`config.mk`:
```
export PLATFORM = sky130hd
export DESIGN_NAME = fir_lowpass_21_tap
export DESIGN_NICKNAME = d
export VERILOG_FILES = /design/src/hw/rtl/firlp_pkg.sv /design/src/hw/rtl/firlp_ctrl.sv /design/src/hw/rtl/firlp_datapath.sv /design/src/hw/rtl/fir_lowpass_21_tap.sv
export SDC_FILE = /design/constraint.sdc
export NUM_CORES = 1
export LEC_CHECK = 0
export ABC_CLOCK_PERIOD_IN_PS = 14340
export BUFFER_PORTS_ARGS = -buffer_cell sky130_fd_sc_hd__buf_2
export CAP_MARGIN = 25
export CORE_MARGIN = 8
export CORE_UTILIZATION = 54
export CTS_BUF_LIST = sky130_fd_sc_hd__clkbuf_8
export CTS_CLUSTER_DIAMETER = 80
export CTS_CLUSTER_SIZE = 28
export DETAILED_ROUTE_END_ITERATION = 12
export GPL_TIMING_DRIVEN = 0
export HOLD_SLACK_MARGIN = 0.1
export PLACE_DENSITY = 0.7
export SLEW_MARGIN = 25
export SYNTH_ARGS = -nofsm -noshare
export SYNTH_HDL_FRONTEND = slang
export SYNTH_SLANG_ARGS = --single-unit
```
`constraint.sdc`:
```
create_clock -name clk -period 14.34 [get_ports clk]
set_clock_uncertainty 0.15 [all_clocks]
set_input_delay 2.151 -clock clk [delete_from_list [all_inputs] [get_ports clk]]
set_output_delay 2.151 -clock clk [all_outputs]
set_load 0.005 [all_outputs]
```
`src/hw/rtl/firlp_pkg.sv`:
```
`default_nettype none

package firlp_pkg;

    // coefficient rom, q0.16, symmetric, sums to 65535
    localparam int ROM_TAPS       = 21;
    localparam int ROM_BITS       = 16;
    localparam int COEFF_MAX_BITS = 24;
    localparam int OUT_FIELD_BITS = 12;

    localparam int DEF_TAPS        = 21;
    localparam int DEF_COEFF_BITS  = 16;
    localparam int DEF_SAMPLE_BITS = 12;

    localparam logic [ROM_BITS-1:0] COEF_ROM [ROM_TAPS] = '{
        16'd174,  16'd295,  16'd602,  16'd1151, 16'd1954, 16'd2966, 16'd4091,
        16'd5193, 16'd6121, 16'd6741, 16'd6959, 16'd6741, 16'd6121, 16'd5193,
        16'd4091, 16'd2966, 16'd1954, 16'd1151, 16'd602,  16'd295,  16'd174
    };

    // controller to datapath commands
    typedef struct packed {
        logic shift_in;
        logic start;
        logic mac;
        logic acc_en;
        logic load_out;
    } firlp_cmd_t;

    // datapath to controller status
    typedef struct packed {
        logic last_tap;
    } firlp_stat_t;

    // coefficient of tap k rescaled to cbits fraction bits, zero past the rom
    function automatic logic [COEFF_MAX_BITS-1:0] tap_coef(input int k, input int cbits);
        logic [COEFF_MAX_BITS-1:0] c;
        c = '0;
        if (k < ROM_TAPS)
        begin
            c = COEFF_MAX_BITS'(COEF_ROM[k]);
            if (cbits >= ROM_BITS)
            begin
                c = c << (cbits - ROM_BITS);
            end
            else
            begin
                c = (c + (COEFF_MAX_BITS'(1) << (ROM_BITS - cbits - 1))) >> (ROM_BITS - cbits);
            end
        end
        return c;
    endfunction

endpackage

`default_nettype wire

```
`src/hw/rtl/firlp_ctrl.sv`:
```
`default_nettype none

module firlp_ctrl
(
    input  wire logic                  clk,
    input  wire logic                  rst_n,
    input  wire logic                  in_valid,
    output logic                       in_ready,
    output logic                       out_valid,
    input  wire logic                  out_ready,
    output firlp_pkg::firlp_cmd_t      cmd,
    input  wire firlp_pkg::firlp_stat_t stat
);
    import firlp_pkg::*;

    typedef enum logic [1:0] {
        ST_IDLE,
        ST_MAC,
        ST_FLUSH,
        ST_ROUND
    } state_t;

    state_t state_reg, state_next;
    logic   acc_en_reg, acc_en_next;
    logic   out_valid_reg, out_valid_next;
    logic   out_free;

    assign out_free  = !out_valid_reg || out_ready;
    assign in_ready  = (state_reg == ST_IDLE);
    assign out_valid = out_valid_reg;

    always_comb
    begin
        state_next     = state_reg;
        cmd            = '0;
        cmd.acc_en     = acc_en_reg;
        acc_en_next    = 1'b0;
        out_valid_next = out_valid_reg && !out_ready;
        case (state_reg)
            ST_IDLE:
            begin
                if (in_valid)
                begin
                    cmd.shift_in = 1'b1;
                    cmd.start    = 1'b1;
                    state_next   = ST_MAC;
                end
            end
            ST_MAC:
            begin
                cmd.mac     = 1'b1;
                acc_en_next = 1'b1;
                if (stat.last_tap)
                begin
                    state_next = ST_FLUSH;
                end
            end
            ST_FLUSH:
            begin
                state_next = ST_ROUND;
            end
            ST_ROUND:
            begin
                if (out_free)
                begin
                    cmd.load_out   = 1'b1;
                    out_valid_next = 1'b1;
                    state_next     = ST_IDLE;
                end
            end
            default:
            begin
                state_next = ST_IDLE;
            end
        endcase
    end

    always_ff @(posedge clk or negedge rst_n)
    begin
        if (!rst_n)
        begin
            state_reg     <= ST_IDLE;
            acc_en_reg    <= 1'b0;
            out_valid_reg <= 1'b0;
        end
        else
        begin
            state_reg     <= state_next;
            acc_en_reg    <= acc_en_next;
            out_valid_reg <= out_valid_next;
        end
    end

endmodule

`default_nettype wire

```
`src/hw/rtl/firlp_datapath.sv`:
```
`default_nettype none

module firlp_datapath
#(
    parameter int TAPS        = firlp_pkg::DEF_TAPS,
    parameter int COEFF_BITS  = firlp_pkg::DEF_COEFF_BITS,
    parameter int SAMPLE_BITS = firlp_pkg::DEF_SAMPLE_BITS
)
(
    input  wire logic                   clk,
    input  wire logic                   rst_n,
    input  wire firlp_pkg::firlp_cmd_t  cmd,
    output firlp_pkg::firlp_stat_t      stat,
    input  wire logic [SAMPLE_BITS-1:0] sample_in,
    output logic [SAMPLE_BITS-1:0]      sample_out
);
    import firlp_pkg::*;

    localparam int CNT_BITS  = $clog2(TAPS);
    localparam int PROD_BITS = SAMPLE_BITS + COEFF_BITS;
    localparam int ACC_BITS  = PROD_BITS + $clog2(TAPS) + 1;

    // line[0] newest sample, line[TAPS-1] oldest; rotates once per tap
    logic [SAMPLE_BITS-1:0]    line_reg [TAPS];
    logic [CNT_BITS-1:0]       tap_cnt_reg;
    logic [PROD_BITS-1:0]      prod_reg;
    logic [ACC_BITS-1:0]       acc_reg;
    logic [SAMPLE_BITS-1:0]    out_reg;

    logic [COEFF_MAX_BITS-1:0] coef_full;
    logic [COEFF_BITS-1:0]     coef;
    logic [ACC_BITS:0]         rounded;
    logic [ACC_BITS-COEFF_BITS:0] scaled;
    logic [SAMPLE_BITS-1:0]    sat;
    logic [SAMPLE_BITS-1:0]    result;

    assign coef_full     = tap_coef(int'(tap_cnt_reg), COEFF_BITS);
    assign coef          = coef_full[COEFF_BITS-1:0];
    assign stat.last_tap = (tap_cnt_reg == '0);

    // round half up, drop fraction, clamp to full scale
    assign rounded = {1'b0, acc_reg} + ((ACC_BITS+1)'(1) << (COEFF_BITS - 1));
    assign scaled  = rounded[ACC_BITS:COEFF_BITS];
    assign sat     = (scaled > (ACC_BITS-COEFF_BITS+1)'({SAMPLE_BITS{1'b1}}))
                   ? {SAMPLE_BITS{1'b1}} : scaled[SAMPLE_BITS-1:0];

    always_comb
    begin
        for (int i = 0; i < SAMPLE_BITS; i++)
        begin
            result[i] = (i < OUT_FIELD_BITS) ? sat[i] : 1'b0;
        end
    end

    always_ff @(posedge clk or negedge rst_n)
    begin
        if (!rst_n)
        begin
            for (int i = 0; i < TAPS; i++)
            begin
                line_reg[i] <= '0;
            end
        end
        else if (cmd.shift_in)
        begin
            line_reg[0] <= sample_in;
            for (int i = 1; i < TAPS; i++)
            begin
                line_reg[i] <= line_reg[i-1];
            end
        end
        else if (cmd.mac)
        begin
            line_reg[0] <= line_reg[TAPS-1];
            for (int i = 1; i < TAPS; i++)
            begin
                line_reg[i] <= line_reg[i-1];
            end
        end
    end

    always_ff @(posedge clk or negedge rst_n)
    begin
        if (!rst_n)
        begin
            tap_cnt_reg <= '0;
        end
        else if (cmd.start)
        begin
            tap_cnt_reg <= CNT_BITS'(TAPS - 1);
        end
        else if (cmd.mac && !stat.last_tap)
        begin
            tap_cnt_reg <= tap_cnt_reg - 1'b1;
        end
    end

    always_ff @(posedge clk)
    begin
        if (cmd.mac)
        begin
            prod_reg <= PROD_BITS'(line_reg[TAPS-1]) * PROD_BITS'(coef);
        end
        if (cmd.start)
        begin
            acc_reg <= '0;
        end
        else if (cmd.acc_en)
        begin
            acc_reg <= acc_reg + ACC_BITS'(prod_reg);
        end
        if (cmd.load_out)
        begin
            out_reg <= result;
        end
    end

    assign sample_out = out_reg;

endmodule

`default_nettype wire

```
`src/hw/rtl/fir_lowpass_21_tap.sv`:
```
`default_nettype none
// a beat is taken only in idle; no new beat is taken until its result has been
//   rounded and handed to the output register, using the single shared
//   multiply-accumulate that walks the taps one per cycle
// a finished result waits in the output register while the next beat is taken
// reset: asynchronous active low, clears the delay line and all control state

module fir_lowpass_21_tap
#(
    parameter int TAPS        = firlp_pkg::DEF_TAPS,
    parameter int COEFF_BITS  = firlp_pkg::DEF_COEFF_BITS,
    parameter int SAMPLE_BITS = firlp_pkg::DEF_SAMPLE_BITS
)
(
    input  wire logic                                clk,
    input  wire logic                                rst_n,
    // input stream
    input  wire logic                                s_tvalid,
    output logic                                     s_tready,
    input  wire logic [((SAMPLE_BITS+7)/8)*8-1:0]    s_tdata,  // sample_in
    // output stream
    output logic                                     m_tvalid,
    input  wire logic                                m_tready,
    output logic [((SAMPLE_BITS+7)/8)*8-1:0]         m_tdata   // sample_out
);
    import firlp_pkg::*;

    localparam int BUS_BITS = ((SAMPLE_BITS + 7) / 8) * 8;

    firlp_cmd_t             cmd;
    firlp_stat_t            stat;
    logic [SAMPLE_BITS-1:0] sample_out;

    // sequencer: idle, tap walk, accumulator flush, round and hand off
    firlp_ctrl u_ctrl
    (
        .clk       (clk),
        .rst_n     (rst_n),
        .in_valid  (s_tvalid),
        .in_ready  (s_tready),
        .out_valid (m_tvalid),
        .out_ready (m_tready),
        .cmd       (cmd),
        .stat      (stat)
    );

    // rotating delay line, coefficient table, multiplier and accumulator;
    // bits of the input beat above the sample width are ignored
    firlp_datapath
    #(
        .TAPS        (TAPS),
        .COEFF_BITS  (COEFF_BITS),
        .SAMPLE_BITS (SAMPLE_BITS)
    )
    u_datapath
    (
        .clk        (clk),
        .rst_n      (rst_n),
        .cmd        (cmd),
        .stat       (stat),
        .sample_in  (s_tdata[SAMPLE_BITS-1:0]),
        .sample_out (sample_out)
    );

    // zero fill up to whole bytes
    assign m_tdata = BUS_BITS'(sample_out);

    // a taken beat starts the tap walk at the oldest tap
    assert property (@(posedge clk) disable iff (!rst_n)
        (s_tvalid && s_tready) |=> (!s_tready && !stat.last_tap))
        else $error("tap walk did not start after input beat");

    // a result appears only at the end of a walk, never straight from idle
    assert property (@(posedge clk) disable iff (!rst_n)
        $rose(m_tvalid) |-> $past(!s_tready))
        else $error("output beat raised outside the round step");

    // a new result never overwrites one that is still waiting
    assert property (@(posedge clk) disable iff (!rst_n)
        cmd.load_out |-> (!m_tvalid || m_tready))
        else $error("output register overwritten while pending");

endmodule

`default_nettype wire
```
==> qor.yml, run 1 <==
run_status:
  status: "complete, no violations"
grt:
  grt_pass1_wl_mm: 66.16
  grt_pass1_vias: 13130
  antenna_found_initial: 0
  track_usage_pct: 18.30
  gr-total-overflow: 0
  grt_max_degree: 98
route:
  routed-via-count: 12690
  antenna_left: 0
  drt_first_pass_iters: 5
  drt_iter0_markers: 647
  viasPerCell: 5.478
  wirelength_mm: 39.79
  drc: 0
  wl_per_cell_um: 17.18
timing:
  setup_viol: 0
  grt_setup_unrepaired: "false"
  maxSlewHeadroom_pct: 36.35
  min_period_ns: 8.428
  setup_tns_ns: 0
  finalWorstSetupSlack_ns: 5.912
  timing_hold_violations_final: 0
  layout_worst_path_cycle_share_pct: 58.77
  max_freq_ghz: 0.1187
  holdWs_ns: 0.3391
  worstMarginPinSlew_ns: 0.9547
  drv_slew: 0
worst_setup_path:
  critical_path_class: "flop to flop"
  rr_endpoint: "u_datapath.prod_reg[26]"
  arrival_ns: 8.64
  r2r-start: "u_datapath.tap_cnt_reg[0]"
  rrSetupSlack_ns: 5.91
  cp-endpoint: "u_datapath.prod_reg[26]"
  startpoint: "u_datapath.tap_cnt_reg[0]"
  r2r_cells: 27
  required_ns: 14.56
  critPathMaxFanout: 10
  start_kind: "flop"
  crit_path_end_kind: "flop"
final_layout:
  nets: 2082
  final_util_pct: 57.97
  n_antenna_cell: 0
  final_cell_mix: "dfrtp_1 (261), mux2_2 (241), nand2_1 (175), inv_1 (168), fa_1 (112)"
  syn_to_final_growth_pct: 6.048
  layout_commonest_cell: "dfrtp_1"
  stdcell_count: 2316
  n_fill_cell: 3084
  drive_gt1_share_pct: 19.16
  seqCellArea_um2: 8383
  multi_input_area_um2: 10570
  largest_register_ffs: 252
placement:
  dp.cells: 2289
  dp_hpwl_mm: 30.47
  pre_cts_slack_ns: 6.037
  io_buffers: 29
  routabilityCongestion: 0.8982
floorplan:
  die_y_um: 208.3
  core_um2: 36520
  start_util_pct: 54.66
  die_w_um: 208.3
  row_count: 70
  ios: 38
  design.die.area_um2: 43380
clock_network:
  h-tree-depth: 1
  cts_tree: "yes"
  cts_sinks: 334
  post_cts.repair.setup_buffers: 0
  cts_inserted_buffers: 19
  cts.clk_slew.worst_paths_ns: 0.14
  cts.path.max_buffers: 3
  ctsHoldBuffers: 0
  ctsResizeCount: 0
  ctsRootBufferMaster: "clkbuf_8"
  insertion_delay_ns: 0.60
synthesis:
  synth_flop_cell: "dfrtp_1"
  async_flop_share_pct: 78.14
  synthDistinctLibCells: 69
  synth-seq-area-share_pct: 41.99
  synth_area_um2: 19960
  synth_edf_count: 39
  synth_warnings: 0
  synthesis.instances: 1786
  synth-seq-cells: 334
  avgSynthCellArea_um2: 11.18
power:
  pwr_density_cell_nw_per_um2: 228.1
  power.leakage_nw: 10.30
  peakVddDrop_v: 0.0001334
job:
  maxCapViolations: 0
worst_hold_path:
  hold_class: "flop to flop"
[power breakdown]
part	total, W	switching, W	internal [W]
combinational	0.00276	0.00154	0.00122
clock	0.000450	0.000311	0.000139
sequential	0.00162	0.000227	0.00139
total	0.00483	0.00208	0.00275
[cell families (layout without fill, tap and decap cells)]
| group | after synthesis | count (layout) | synth area share, % |
|---|---|---|---|
| AND/OR/NAND/NOR | 411 | 411 | 9.608 |
| flip-flops | 334 | 334 | 41.99 |
| multiplexers | 277 | 277 | 15.40 |
| buffers and inverters | 259 | 318 | 5.158 |
| AO/OA/AOI/OAI | 233 | 233 | 7.590 |
| adder cells (fa/ha/maj) | 220 | 220 | 18.00 |
| XOR/XNOR | 51 | 51 | 2.237 |
| other | 1 | 4 | 0.01878 |
[stage by stage]
stage | instance area [um2] | power, W
2_1_floorplan | 19980 | 0.003743
3_3_place_gp | 20710 | 0.004329
3_5_place_dp | 20800 | 0.004417
4_1_cts | 21170 | 0.004882
5_1_grt | 21170 | 0.005275
6_report | 21170 | 0.004828
[per-layer routing]
layer	vias to the layer above	share of wire [%]	GRT usage (%)
met5	-	0	0
met4	0	3.4	6.070
met3	75	3.3	2.225
met2	231	50	32.76
met1	6313	44	22.72
li1	6067	-	-
[worst min-delay path by stage]
stage	from	cells past startpoint	endpoint
2_1_floorplan	u_datapath.acc_reg[6]	2	u_datapath.acc_reg[6]
5_1_grt	u_datapath.acc_reg[8]	2	u_datapath.acc_reg[8]
4_1_cts	u_datapath.acc_reg[6]	2	u_datapath.acc_reg[6]
6_report	u_datapath.acc_reg[8]	2	u_datapath.acc_reg[8]
3_3_place_gp	u_datapath.acc_reg[8]	2	u_datapath.acc_reg[8]
3_5_place_dp	u_datapath.acc_reg[6]	2	u_datapath.acc_reg[6]
[cell usage after synthesis (30+ instances only)]
library cell  number  share of area, %
a21oi_1           68               1.7
and2_1            73               2.3
buf_2             30              0.75
clkbuf_1          54               1.0
dfrtp_1          261                33
dfxtp_1           34               3.4
edfxtp_1          39               5.9
fa_1             112                11
ha_1             108               6.8
inv_1            168               3.2
mux2_2           241                14
mux2i_1           36               1.8
nand2_1          175               3.3
nor2_1            72               1.4
o21ai_0           57               1.4
xnor2_1           34               1.5
[critical path, stage by stage (launching register included)]
cell and delay, ns:
dfrtp_1 0.48, clkbuf_1 0.42, inv_1 0.25, ha_1 0.29, nor2_1 0.14, a211oi_1 0.07, a21oi_1 0.20, nor2_1 0.06
a211oi_1 0.70, clkbuf_1 0.49, nand2_1 0.13, fa_1 0.48, fa_1 0.54, inv_1 0.05, fa_1 0.51, fa_1 0.55
inv_1 0.05, fa_1 0.52, inv_1 0.04, ha_1 0.37, a21o_1 0.21, a21o_1 0.17, a21oi_1 0.21, nor2_1 0.11
a2111oi_4 0.37, o21a_1 0.24, o21ai_1 0.14, a31o_1 0.25
[area by class of cell]
| cell class | instances | share of cell area (%) |
|---|---|---|
| Buffer | 90 | 1.867 |
| Clock buffer | 19 | 1.235 |
| Clock inverter | 8 | 0.5142 |
| Inverter | 169 | 2.996 |
| Multi-Input combinational cell | 1196 | 49.90 |
| Sequential cell | 334 | 39.60 |
| Tap cell | 468 | 2.766 |
| Timing Repair Buffer | 32 | 1.123 |
Power figures use the tool's default switching activity.
==> run 2, diff against run 1 <==
--- a/config.mk
+++ b/config.mk
@@ -5,7 +5,7 @@
 export SDC_FILE = /design/constraint.sdc
 export NUM_CORES = 1
 export LEC_CHECK = 0
-export ABC_CLOCK_PERIOD_IN_PS = 14340
+export ABC_CLOCK_PERIOD_IN_PS = 8100
 export BUFFER_PORTS_ARGS = -buffer_cell sky130_fd_sc_hd__buf_2
 export CAP_MARGIN = 25
 export CORE_MARGIN = 8
==> constraint.sdc (replaced) <==
create_clock -name clk -period 8.1 [get_ports clk]
set_clock_uncertainty 0.15 [all_clocks]
set_input_delay 1.215 -clock clk [delete_from_list [all_inputs] [get_ports clk]]
set_output_delay 1.215 -clock clk [all_outputs]
set_load 0.005 [all_outputs]
==> qor.yml, run 2 (synthesis results as in run 1) <==
grt:
  grt_busiest_layer: "met2"
  met2_usage_pct: 32.79  # about the same
  met1_usage_pct: 22.76  # +0.039 points
  grt_pass1_wl_mm: 66.18  # about the same
  grt_pass1_vias: 13120  # -0.084%
  gr-total-overflow: 0  # unchanged
  track_usage_pct: 18.31  # about the same
  grtUsageMet3_pct: 2.225  # unchanged
  antenna_found_initial: 0  # unchanged
  grt_max_degree: 98  # unchanged
floorplan:
  ios: 38  # unchanged
  die_y_um: 208.3  # unchanged
  design.die.area_um2: 43380  # unchanged
  start_util_pct: 54.66  # unchanged
  core_um2: 36520  # unchanged
  die_w_um: 208.3  # unchanged
  row_count: 70  # unchanged
worst_setup_path:
  cpMostUsedCell: "fa_1"
  cpPeakStageDelay_ns: 0.55  # -0.15 ns
  start_kind: "flop"
  required_ns: 8.32  # -6.24 ns
  cpLargestDelayFamily: "adder cells"
  r2r_cells: 26  # -3.7%
  crit_path_end_kind: "flop"
  arrival_ns: 7.95  # -0.69 ns
  critical_path_class: "flop to flop"
  cp_slowest_cell: "fa_1"
  rr_endpoint: "u_datapath.prod_reg[26]"
  rrSetupSlack_ns: 0.37  # -5.54 ns
  r2r-start: "u_datapath.tap_cnt_reg[0]"
  critPathBufInv: 6  # unchanged
  critPathMaxFanout: 10  # unchanged
route:
  wirelength_mm: 39.83  # about the same
  drc: 0  # unchanged
  wl_per_cell_um: 17.20  # about the same
  drt_first_pass_iters: 5  # unchanged
  antenna_left: 0  # unchanged
  routed-via-count: 12730  # +0.32%
  viasPerCell: 5.495  # +0.32%
  drt_iter0_markers: 649  # +0.31%
worst_hold_path:
  hold_class: "input pin to async pin"
clock_network:
  cts.path.max_buffers: 3  # unchanged
  insertion_delay_ns: 0.59  # about the same
  post_cts.repair.setup_buffers: 0  # unchanged
  cts_sinks: 334  # unchanged
  cts.clk_slew.worst_paths_ns: 0.16  # +0.02 ns
  cts_tree: "yes"
  ctsRootBufferMaster: "clkbuf_8"
  cts_inserted_buffers: 19  # unchanged
  h-tree-depth: 1  # unchanged
power:
  power.leakage_nw: 10.31  # +0.11%
  peakVddDrop_v: 0.0002360  # +77%
  total_power_w: 0.008560  # +77%
  pwr_density_cell_nw_per_um2: 404.0  # +77%
timing:
  maxSlewHeadroom_pct: 36.52  # +0.16 points
  setup_viol: 0  # unchanged
  layout_worst_path_cycle_share_pct: 95.44  # +37 points
  setup_tns_ns: 0  # unchanged
  min_period_ns: 7.730  # -0.6973 ns
  timing_hold_violations_final: 0  # unchanged
  grt_setup_unrepaired: "false"
  max_freq_ghz: 0.1294  # +9.0%
  drv_slew: 0  # unchanged
  worstMarginPinSlew_ns: 0.9523  # -0.002421 ns
placement:
  dp.cells: 2289  # unchanged
  dp_hpwl_mm: 30.47  # unchanged
  io_buffers: 29  # unchanged
  routabilityCongestion: 0.8982  # unchanged
  placed_cell_area_um2: 20800  # unchanged
run_status:
  status: "complete, no violations"
final_layout:
  syn_to_final_growth_pct: 6.129  # about the same
  final_cell_mix: "dfrtp_1 (261), mux2_2 (241), nand2_1 (175), inv_1 (168), fa_1 (112)"
  stdcell_count: 2316  # unchanged
  n_antenna_cell: 0  # unchanged
  largest_register_ffs: 252  # unchanged
  final_util_pct: 58.01  # about the same
  layout_commonest_cell: "dfrtp_1"
  drive_gt1_share_pct: 19.37  # +0.22 points
  nets: 2082  # unchanged
  stdcell_area_um2: 21190  # about the same
job:
  maxCapViolations: 0  # unchanged
==> run 2: changes by cell type in the layout (fill, tap and decap cells not counted), sizes merged <==
| cell | previous run | this run |
|---|---|---|
| clkbuf | 74 | 73 |
| buf | 67 | 68 |
==> run 2: area by class of cell <==
type                       instances  area (um2)
buffer                            90       399.1
clock buffer                      19       261.5
clock inverter                     8       108.9
fill                            3086       15330
inverter                         169       634.4
multi-input combinational       1196       10580
sequential                       334        8383
tap                              468       585.6
timing repair buffer              32       237.7
==> run 2: per-stage QoR <==
stage,hold slack (ns),setup WS [ns]
after floorplan,0.3004,1.178
after global placement,0.3094,-0.1144
after detailed placement,0.3179,-0.2033
after CTS,0.3079,0.1391
after global routing,0.3385,0.01452
final,0.3354,0.3697
==> run 2: worst max-delay path by stage <==
stage / start / to / slack [ns] / cells after the start
floorplan: u_datapath.tap_cnt_reg[0] / u_datapath.prod_reg[26] / 1.18 / 27
global placement: u_datapath.tap_cnt_reg[0] / u_datapath.prod_reg[26] / -0.11 / 27
detailed placement: u_datapath.tap_cnt_reg[0] / u_datapath.prod_reg[26] / -0.20 / 27
CTS: u_datapath.tap_cnt_reg[0] / u_datapath.prod_reg[26] / 0.14 / 27
global route: u_datapath.tap_cnt_reg[0] / u_datapath.prod_reg[26] / 0.01 / 27
finish: u_datapath.tap_cnt_reg[0] / u_datapath.prod_reg[26] / 0.37 / 26
==> run 2: layer usage <==
| metal | up-vias | part of all wire, % |
|---|---|---|
| li1 | 6073 | - |
| met1 | 6347 | 44 |
| met2 | 239 | 50 |
| met3 | 67 | 3.3 |
| met4 | 0 | 3.2 |
| met5 | - | 0 |
==> run 2: power breakdown <==
part / leakage [nW] / switching, W / total, W / internal, W
sequential: 4.08 / 0.000402 / 0.00287 / 0.00246
clock: 0.183 / 0.000551 / 0.000797 / 0.000246
combinational: 6.05 / 0.00273 / 0.00490 / 0.00217
total: 10.3 / 0.00368 / 0.00856 / 0.00488
==> run 2: repair_timing <==
item | 4_1_cts | 5_1_grt
gates resized for setup | 2 | 6
setup endpoints to repair | 5 | 7
hold buffers | 0 | 0
